<file path="config.mk">
export PLATFORM = sky130hd
export DESIGN_NAME = multilevel_feedback_queue_scheduler
export DESIGN_NICKNAME = d
export VERILOG_FILES = /design/src/sv/mlfq_pkg.sv /design/src/sv/multilevel_feedback_queue_scheduler.sv /design/src/sv/mlfq_ctrl.sv /design/src/sv/mlfq_dp.sv
export SDC_FILE = /design/constraint.sdc
export NUM_CORES = 2
export LEC_CHECK = 0
export BUFFER_PORTS_ARGS = -buffer_cell sky130_fd_sc_hd__buf_2
export CAP_MARGIN = 10
export CELL_PAD_IN_SITES_DETAIL_PLACEMENT = 1
export CELL_PAD_IN_SITES_GLOBAL_PLACEMENT = 1
export CORE_MARGIN = 1
export CORE_UTILIZATION = 45
export CTS_CLUSTER_DIAMETER = 30
export DETAILED_ROUTE_END_ITERATION = 10
export PLACE_DENSITY_LB_ADDON = 0.08
export SLEW_MARGIN = 5
export SYNTH_ARGS = -nofsm -noshare
export SYNTH_HDL_FRONTEND = slang
export SYNTH_SLANG_ARGS = --single-unit
export TNS_END_PERCENT = 1
</file>
<file path="constraint.sdc">
create_clock -name clk -period 15.5 [get_ports clk]
set_input_delay 3.1 -clock clk [delete_from_list [all_inputs] [get_ports clk]]
set_output_delay 3.1 -clock clk [all_outputs]
set_load 0.02 [all_outputs]
</file>
<file path="src/sv/mlfq_pkg.sv">
// Package for the multilevel feedback queue scheduler: widths, codes, reset constants.
// No dependencies.
`timescale 1ns / 1ps
package mlfq_pkg;
	localparam int NUM_LEVELS = 4;
	localparam int LVL_W = 2;
	localparam int TIME_W = 16;
	localparam int ID_W = 4;
	localparam int Q_W = 8;
	localparam int MAX_PROCS_DEF = 16;
	localparam logic [TIME_W-1:0] TIME_MAX = '1;
	localparam logic FUNC_ARRIVE = 1'b0;
	localparam logic FUNC_TICK = 1'b1;
	localparam logic [1:0] CFG_Q0 = 2'd0;
	localparam logic [1:0] CFG_Q1 = 2'd1;
	localparam logic [1:0] CFG_Q2 = 2'd2;
	localparam logic [1:0] CFG_Q3 = 2'd3;
	localparam logic [Q_W-1:0] Q_RESET [NUM_LEVELS] = '{8'd1, 8'd2, 8'd4, 8'd8};

	typedef struct packed {
		logic arrive;
		logic pick;
		logic fetch;
		logic demote;
		logic run;
	} mlfq_cmd_t;

	typedef struct packed {
		logic any_ready;
		logic has_running;
		logic slice_zero;
		logic demote_ok;
	} mlfq_stat_t;
endpackage

</file>
<file path="src/sv/multilevel_feedback_queue_scheduler.sv">
// Users: an arrival request is handled in the idle state; a tick request passes through the states
// accept, pick, fetch of the next queue head, requeue of an expired process with re-pick, then slot
// update, sequenced by the controller over the shared queue state and the registered queue reads. The
// result sits in an output register; a tick stalls in its slot update until the previous result
// has been handed over. The user must write quantum registers 0..3 only while the block is idle;
// the block itself does not enforce this. Depends on mlfq_pkg, mlfq_ctrl, mlfq_dp.
`timescale 1ns / 1ps
module multilevel_feedback_queue_scheduler import mlfq_pkg::*; #(
	parameter int MAX_PROCS = MAX_PROCS_DEF
) (
	input  logic        clk,
	input  logic        arst_n,
	input  logic        s_tvalid,
	output logic        s_tready,
	input  logic [23:0] s_tdata,  // proc_id[3:0], burst_len[19:4], zero pad
	input  logic        s_tuser,  // func
	output logic        m_tvalid,
	input  logic        m_tready,
	output logic [71:0] m_tdata,  // tick_time, busy_res, running_id, finished,
	                              // finish_time, turnaround, waiting, zero pad
	input  logic        cfg_valid,
	output logic        cfg_ready,
	input  logic [1:0]  cfg_index,
	input  logic [7:0]  cfg_data
);
	mlfq_cmd_t  cmd;
	mlfq_stat_t stat;
	logic       busy;
	logic       in_fire;
	logic       out_free;
	logic       mv_q;
	logic [69:0] res;

	assign s_tready = !busy;
	assign in_fire = s_tvalid && s_tready;
	assign out_free = !mv_q || m_tready;
	assign cfg_ready = 1'b1;
	assign m_tvalid = mv_q;
	assign m_tdata = {2'd0, res};

	always_ff @(posedge clk or negedge arst_n) begin
		if (!arst_n) begin
			mv_q <= 1'b0;
		end else if (cmd.run) begin
			mv_q <= 1'b1;
		end else if (m_tready) begin
			mv_q <= 1'b0;
		end
	end

	mlfq_ctrl u_ctrl (
		.clk(clk), .arst_n(arst_n), .in_fire(in_fire), .in_func(s_tuser),
		.stat(stat), .out_free(out_free), .busy(busy), .cmd(cmd)
	);

	mlfq_dp #(.MAX_PROCS(MAX_PROCS)) u_dp (
		.clk(clk), .arst_n(arst_n), .cmd(cmd), .in_id(s_tdata[3:0]),
		.in_burst(s_tdata[19:4]), .cfg_we(cfg_valid && cfg_ready), .cfg_idx(cfg_index),
		.cfg_val(cfg_data), .stat(stat), .res(res)
	);

	a_one_cmd: assert property (@(posedge clk) disable iff (!arst_n)
		$countones(cmd) <= 1) else $error("multiple commands");
	a_res_hold: assert property (@(posedge clk) disable iff (!arst_n)
		mv_q && !m_tready |=> mv_q && $stable(m_tdata)) else $error("result lost");
	a_no_accept_busy: assert property (@(posedge clk) disable iff (!arst_n)
		cmd.run |-> !s_tready) else $error("accept during tick");
endmodule

</file>
<file path="src/sv/mlfq_ctrl.sv">
// Controller of the scheduler: sequences arrival and tick requests.
// Depends on mlfq_pkg.
`timescale 1ns / 1ps
module mlfq_ctrl import mlfq_pkg::*; (
	input  logic       clk,
	input  logic       arst_n,
	input  logic       in_fire,
	input  logic       in_func,
	input  mlfq_stat_t stat,
	input  logic       out_free,
	output logic       busy,
	output mlfq_cmd_t  cmd
);
	localparam logic [2:0] ST_IDLE = 3'd0;
	localparam logic [2:0] ST_PICK = 3'd1;
	localparam logic [2:0] ST_FETCH = 3'd2;
	localparam logic [2:0] ST_DEM = 3'd3;
	localparam logic [2:0] ST_RUN = 3'd4;
	logic [2:0] state_q;

	always_comb begin
		cmd = '0;
		case (state_q)
			ST_IDLE: cmd.arrive = in_fire && (in_func == FUNC_ARRIVE);
			ST_PICK: cmd.pick = !stat.has_running;
			ST_FETCH: cmd.fetch = 1'b1;
			ST_DEM: cmd.demote = stat.has_running && stat.slice_zero;
			ST_RUN: cmd.run = out_free;
			default: cmd = '0;
		endcase
	end
	assign busy = (state_q != ST_IDLE);

	always_ff @(posedge clk or negedge arst_n) begin
		if (!arst_n) begin
			state_q <= ST_IDLE;
		end else begin
			case (state_q)
				ST_IDLE: if (in_fire && in_func == FUNC_TICK) state_q <= ST_PICK;
				ST_PICK: state_q <= ST_FETCH;
				ST_FETCH: state_q <= ST_DEM;
				ST_DEM: state_q <= ST_RUN;
				ST_RUN: if (out_free) state_q <= ST_IDLE;
				default: state_q <= ST_IDLE;
			endcase
		end
	end
endmodule

</file>
<file path="src/sv/mlfq_dp.sv">
// Datapath of the scheduler: level FIFOs, process tables, time and result register.
// Depends on mlfq_pkg.
`timescale 1ns / 1ps
module mlfq_dp import mlfq_pkg::*; #(
	parameter int MAX_PROCS = MAX_PROCS_DEF
) (
	input  logic              clk,
	input  logic              arst_n,
	input  mlfq_cmd_t         cmd,
	input  logic [ID_W-1:0]   in_id,
	input  logic [TIME_W-1:0] in_burst,
	input  logic              cfg_we,
	input  logic [1:0]        cfg_idx,
	input  logic [Q_W-1:0]    cfg_val,
	output mlfq_stat_t        stat,
	output logic [69:0]       res
);
	localparam int PW = (MAX_PROCS > 1) ? $clog2(MAX_PROCS) : 1;
	localparam int CW = $clog2(MAX_PROCS + 1);

	logic [ID_W-1:0]   fifo_q [NUM_LEVELS][MAX_PROCS];
	logic [PW-1:0]     head_q [NUM_LEVELS];
	logic [PW-1:0]     tail_q [NUM_LEVELS];
	logic [CW-1:0]     cnt_q [NUM_LEVELS];
	logic [TIME_W-1:0] rem_q [MAX_PROCS];
	logic [TIME_W-1:0] arr_q [MAX_PROCS];
	logic [TIME_W-1:0] bur_q [MAX_PROCS];
	logic [Q_W-1:0]    quant_q [NUM_LEVELS];
	logic [TIME_W-1:0] time_q;
	logic              run_q;
	logic [ID_W-1:0]   proc_q;
	logic [LVL_W-1:0]  lvl_q;
	logic [Q_W-1:0]    slice_q;
	logic [ID_W-1:0]   head_rd_q;

	logic              any;
	logic [LVL_W-1:0]  plvl;
	logic [LVL_W-1:0]  nl;
	logic              dem_ok;
	logic              pick2;
	logic [ID_W-1:0]   pid;
	logic [LVL_W-1:0]  plvl2;
	logic [LVL_W-1:0]  rd_lvl;
	logic [PW-1:0]     p;
	logic [TIME_W-1:0] rnew;
	logic [TIME_W-1:0] comp;
	logic [TIME_W-1:0] tat;
	logic [TIME_W-1:0] wt;
	logic              arr_ok;

	function automatic logic [Q_W-1:0] qof(input logic [Q_W-1:0] q);
		qof = (q == '0) ? Q_W'(1) : q;
	endfunction

	always_comb begin
		any = 1'b0;
		plvl = '0;
		for (int i = NUM_LEVELS - 1; i >= 0; i--) begin
			if (cnt_q[i] != '0) begin
				any = 1'b1;
				plvl = LVL_W'(i);
			end
		end
		nl = (lvl_q < 2'd3) ? lvl_q + 2'd1 : lvl_q;
		dem_ok = (cnt_q[nl] < CW'(MAX_PROCS));
		pick2 = 1'b0;
		plvl2 = nl;
		for (int i = NUM_LEVELS - 1; i >= 0; i--) begin
			if (cnt_q[i] != '0 || LVL_W'(i) == nl) begin
				pick2 = 1'b1;
				plvl2 = LVL_W'(i);
			end
		end
		rd_lvl = cmd.fetch ? plvl2 : plvl;
		pid = (cmd.demote && plvl2 == nl && cnt_q[nl] == '0) ? proc_q : head_rd_q;
		p = PW'(proc_q);
		rnew = (rem_q[p] != '0) ? rem_q[p] - 1'b1 : '0;
		comp = (time_q < TIME_MAX) ? time_q + 1'b1 : TIME_MAX;
		tat = (comp >= arr_q[p]) ? comp - arr_q[p] : '0;
		wt = (tat >= bur_q[p]) ? tat - bur_q[p] : '0;
		arr_ok = (32'(in_id) < MAX_PROCS) && (cnt_q[0] < CW'(MAX_PROCS));
	end

	assign stat.any_ready = any;
	assign stat.has_running = run_q;
	assign stat.slice_zero = (slice_q == '0);
	assign stat.demote_ok = dem_ok;

	always_ff @(posedge clk) begin
		head_rd_q <= fifo_q[rd_lvl][head_q[rd_lvl]];
		if (cmd.arrive && arr_ok) begin
			fifo_q[0][tail_q[0]] <= in_id;
			rem_q[PW'(in_id)] <= in_burst;
			bur_q[PW'(in_id)] <= in_burst;
			arr_q[PW'(in_id)] <= time_q;
		end
		if (cmd.demote && dem_ok)
			fifo_q[nl][tail_q[nl]] <= proc_q;
		if (cmd.run && run_q)
			rem_q[p] <= rnew;
		if (cmd.run) begin
			res[15:0] <= time_q;
			res[16] <= run_q;
			res[20:17] <= run_q ? proc_q : '0;
			res[21] <= run_q && rnew == '0;
			res[37:22] <= (run_q && rnew == '0) ? comp : '0;
			res[53:38] <= (run_q && rnew == '0) ? tat : '0;
			res[69:54] <= (run_q && rnew == '0) ? wt : '0;
		end
	end

	always_ff @(posedge clk or negedge arst_n) begin
		if (!arst_n) begin
			for (int i = 0; i < NUM_LEVELS; i++) begin
				head_q[i] <= '0;
				tail_q[i] <= '0;
				cnt_q[i] <= '0;
				quant_q[i] <= Q_RESET[i];
			end
			time_q <= '0;
			run_q <= 1'b0;
			proc_q <= '0;
			lvl_q <= '0;
			slice_q <= '0;
		end else begin
			if (cfg_we)
				quant_q[cfg_idx] <= cfg_val;
			if (cmd.arrive && arr_ok) begin
				tail_q[0] <= (32'(tail_q[0]) == MAX_PROCS - 1) ? '0 : tail_q[0] + 1'b1;
				cnt_q[0] <= cnt_q[0] + 1'b1;
			end
			if (cmd.pick && any) begin
				head_q[plvl] <= (32'(head_q[plvl]) == MAX_PROCS - 1) ? '0 : head_q[plvl] + 1'b1;
				cnt_q[plvl] <= cnt_q[plvl] - 1'b1;
				run_q <= 1'b1;
				proc_q <= head_rd_q;
				lvl_q <= plvl;
				slice_q <= qof(quant_q[plvl]);
			end
			if (cmd.demote) begin
				if (dem_ok) begin
					tail_q[nl] <= (32'(tail_q[nl]) == MAX_PROCS - 1) ? '0 : tail_q[nl] + 1'b1;
					head_q[plvl2] <= (32'(head_q[plvl2]) == MAX_PROCS - 1) ? '0
						: head_q[plvl2] + 1'b1;
					if (plvl2 != nl) begin
						cnt_q[plvl2] <= cnt_q[plvl2] - 1'b1;
						cnt_q[nl] <= cnt_q[nl] + 1'b1;
					end
					proc_q <= pid;
					lvl_q <= plvl2;
					slice_q <= qof(quant_q[plvl2]);
				end else begin
					lvl_q <= nl;
					slice_q <= qof(quant_q[nl]);
				end
			end
			if (cmd.run) begin
				if (run_q) begin
					slice_q <= slice_q - 1'b1;
					if (rnew == '0)
						run_q <= 1'b0;
				end
				if (time_q < TIME_MAX)
					time_q <= time_q + 1'b1;
			end
		end
	end
endmodule

</file>
==> results by group <==
STA
  • RSZ-0062 raised after global routing: no
  • Slew HR: 0.114
  • # setup viols final: 0
  • Fmax: 0.113 GHz
  • Post-route clock period utilization: 0.571
  • Fin crit period: 8850 ps
  • Worst-margin pin slew: 1320 ps
  • Final setup TNS: 0 ps
  • Max-slew violation count: 0
  • Fin. Hold Viols: 0
  • Final worst clock skew: around 63 ps

Logic synthesis
  • Post-Synthesis Cells: between 3k and 4k
  • Synth cell types: 83
  • Area of the mapped netlist: ~0.052 sq mm
  • Post-synth ARST share: 0.0978
  • Avg Inst Size Synth: approximately 16 sq um
  • Main synth FF type: edfxtp_1
  • Seq/Total Area, Yosys: 0.688
  • Post-synth EDFFs: 1094
  • Synth Register Bits: 1217
  • Yosys Warn Count: 0

Die
  • Row count: 124
  • I/O Pins: approximately 120
  • Die Y-Extent: roughly 340 um
  • Initial core utilization: 0.455
  • Chip Width: approximately 340 um
  • Die area: between 0.1 and 0.15 sq mm
  • Core Area: between 0.1 and 0.15 sq mm

Pwr
  • Peak supply drop: 0.000121 V
  • Power Density: around 160 mW/mm^2
  • Leakage power: about 23 nW
  • Overall power: ~10 mW

Critical path
  • Delay-heaviest family, CP: compound AO/OA/AOI/OAI gates
  • Setup CP Type: reg -> reg
  • CP endpoint kind: register
  • Critical path required time: ~16000 ps
  • Slowest stage delay, CP: 750 ps
  • Cell with the largest stage delay on the worst path: dfrtp_1
  • Most common cell on crit path: o21ai_0
  • Crit start category: register
  • Crit path max fanout: 22
  • CP bufs+invs: 1
  • Arrival @ worst endpoint: around 9500 ps

Clock network
  • Clk_lat worst skew: about 870 ps
  • CTS Buf Count: roughly 290
  • CTS H-Tree Depth: 5
  • Worst-path clk slew: approximately 50 ps
  • CTS root buf: clkbuf_16
  • Maximum buffer depth of the clock tree: 4
  • Post-CTS Setup Bufs: 0
  • Resize count post-CTS: 0
  • CTS sink count: about 1.2k
  • Hold buffer count at CTS: 0
  • CTS tree: done

Routing
  • Final wirelength: ~150000 um
  • DRT antenna net count: 0
  • Starting DRT DRC Count: approximately 2.7k
  • Drc violations: 30
  • Vias per cell: 5.86
  • DR pass1 iterations: 8
  • Via count: 31.6k
  • WL per Instance: between 20 and 30 um

Global route
  • Vias in the first global route: 34.1k
  • Grt total ovfl: 0
  • First-pass GRT wire length: roughly 220000 um
  • Initial antenna violation count: 9
  • Largest net degree at the start of global routing: approximately 100
  • GRT Total Usage: 0.257

Job
  • Max Cap Viol: 0

Placed design
  • Port-buffer cells: about 110
  • Dpl hpwl: about 90000 um
  • Gp weighted congestion: around 0.86

Layout
  • Filler instances: approximately 11k
  • Nets: about 3.8k
  • Most frequent cells in the layout: 1094 x edfxtp_1, 355 x nand2_1, 295 x clkbuf_16
  • Share of layout cells above drive strength 1: 0.261
  • Commonest non-fill, non-tap cell in the layout: edfxtp_1
  • Area delta synth->final: 23.3%

Status
  • Status: finished, violations left
  • Failing checks: DRC

Hold path
  • Hold Crit Class: reg -> reg
synth_stat cells, drive strengths merged, types with 12 or more instances:
cell type / instances / area, sq um
ha: 51 / 638
and2: 43 / 269
nand2: 355 / 1330
o21ai: 97 / 489
mux2: 62 / 698
a311oi: 25 / 219
xor2: 26 / 228
nor2: 230 / 866
nor2b: 45 / 282
dfrtp: 115 / 2880
mux2i: 75 / 762
nand4: 14 / 87.6
xnor2: 45 / 394
a31oi: 26 / 163
o211ai: 14 / 105
o22ai: 12 / 75.1
edfxtp: 1094 / 32900
and3: 37 / 231
inv: 66 / 248
nor3: 57 / 300
nand3: 86 / 430
a211oi: 45 / 338
a21oi: 111 / 556
clkbuf: 105 / 394
buf: 64 / 339
mux4: 227 / 5110
o21a: 12 / 90.1
a22oi: 20 / 160
area by class of cell:
class | count | area, sq um | area share
clock buffers | 338 | 7600 | 0.118
inverters | 66 | 248 | 0.00385
multi-input cells | 1893 | 15500 | 0.242
flip-flops and latches | 1217 | 35900 | 0.558
diodes | 2 | 5.00 | 0.0000778
well taps | 1512 | 1890 | 0.0294
repair buffers | 197 | 1230 | 0.0192
clock inverters | 164 | 1890 | 0.0294
worst paths after layout:
kind                                                   end  cells after the start                        from  slack (ps)
worst max-delay path            u_dp.res[64]$_SDFFCE_PN0P_                     29  u_dp.time_q[1]$_DFFE_PN0P_        6650
worst min-delay path                 u_dp.p[0]$_DFFE_PN0P_                      1   u_dp.head_rd_q[0]$_DFF_P_         470
worst max register to register  u_dp.res[64]$_SDFFCE_PN0P_                     29  u_dp.time_q[1]$_DFFE_PN0P_        6650
worst min register to register       u_dp.p[0]$_DFFE_PN0P_                      1   u_dp.head_rd_q[0]$_DFF_P_         470
max in group asynchronous        u_dp.slice_q[7]$_DFF_PN0_                      2                      arst_n       11770
min in group asynchronous            u_dp.p[0]$_DFFE_PN0P_                      1                      arst_n        2270
cell families after synthesis:
| logic type | count (synthesis) | synth area share |
|---|---|---|
| muxes | 364 | 0.126 |
| DFF | 1217 | 0.688 |
| and+or+nand+nor | 937 | 0.0824 |
| AOI/OAI and AO/OA | 465 | 0.0599 |
| other | 2 | 0.000144 |
| xor gates and xnor gates | 71 | 0.0119 |
| buffers and inverters | 235 | 0.0188 |
| adders and majority gates | 53 | 0.0130 |
through the flow:
stage | utilization | hold slack (ps) | worst slack [ps] | cell area [sq um] | std cells
6_report | 0.561 | 470 | 6650 | 64300 | 5389
5_1_grt | 0.561 | 485 | 6090 | 64300 | 5388
4_1_cts | 0.561 | 470 | 6680 | 64300 | 5386
3_5_place_dp | 0.478 | 455 | 6720 | 54800 | 4884
3_3_place_gp | 0.478 | 454 | 6950 | 54800 | 4883
2_1_floorplan | - | 423 | 7430 | 52200 | 3345
layer usage:
metal | part of all wire | up-vias | global-route usage
met5 | 0.00057 | - | 0
met4 | 0.025 | 12 | 0.0868
met3 | 0.064 | 252 | 0.0585
met2 | 0.48 | 1042 | 0.410
met1 | 0.43 | 16500 | 0.348
li1 | - | 13800 | -
worst reg2reg max path: cells and delay by family (launching register included):
family          cells  cell delay (ps)
simple gates        9             2690
buf+inv             1              220
compound gates     14             3330
fa+ha+maj           5             1680
flops               1              750
where the power goes:
part           switching, mW  internal, mW
combinational          0.366         0.179
clock                   1.85          4.05
sequential            0.0756          3.71
total                   2.29          7.95
sequential cells by signal, indices dropped and copies added (netlist names), 2 cells and up:
| name | flops |
|---|---|
| u_ctrl.state_q | 3 |
| u_dp.arr_q | 256 |
| u_dp.bur_q | 256 |
| u_dp.cnt_q | 20 |
| u_dp.fifo_q | 256 |
| u_dp.head_q | 16 |
| u_dp.head_rd_q | 4 |
| u_dp.lvl_q | 2 |
| u_dp.p | 4 |
| u_dp.quant_q | 32 |
| u_dp.rem_q | 256 |
| u_dp.res | 70 |
| u_dp.slice_q | 8 |
| u_dp.tail_q | 16 |
| u_dp.time_q | 16 |
(Power assumes the default switching activity.)
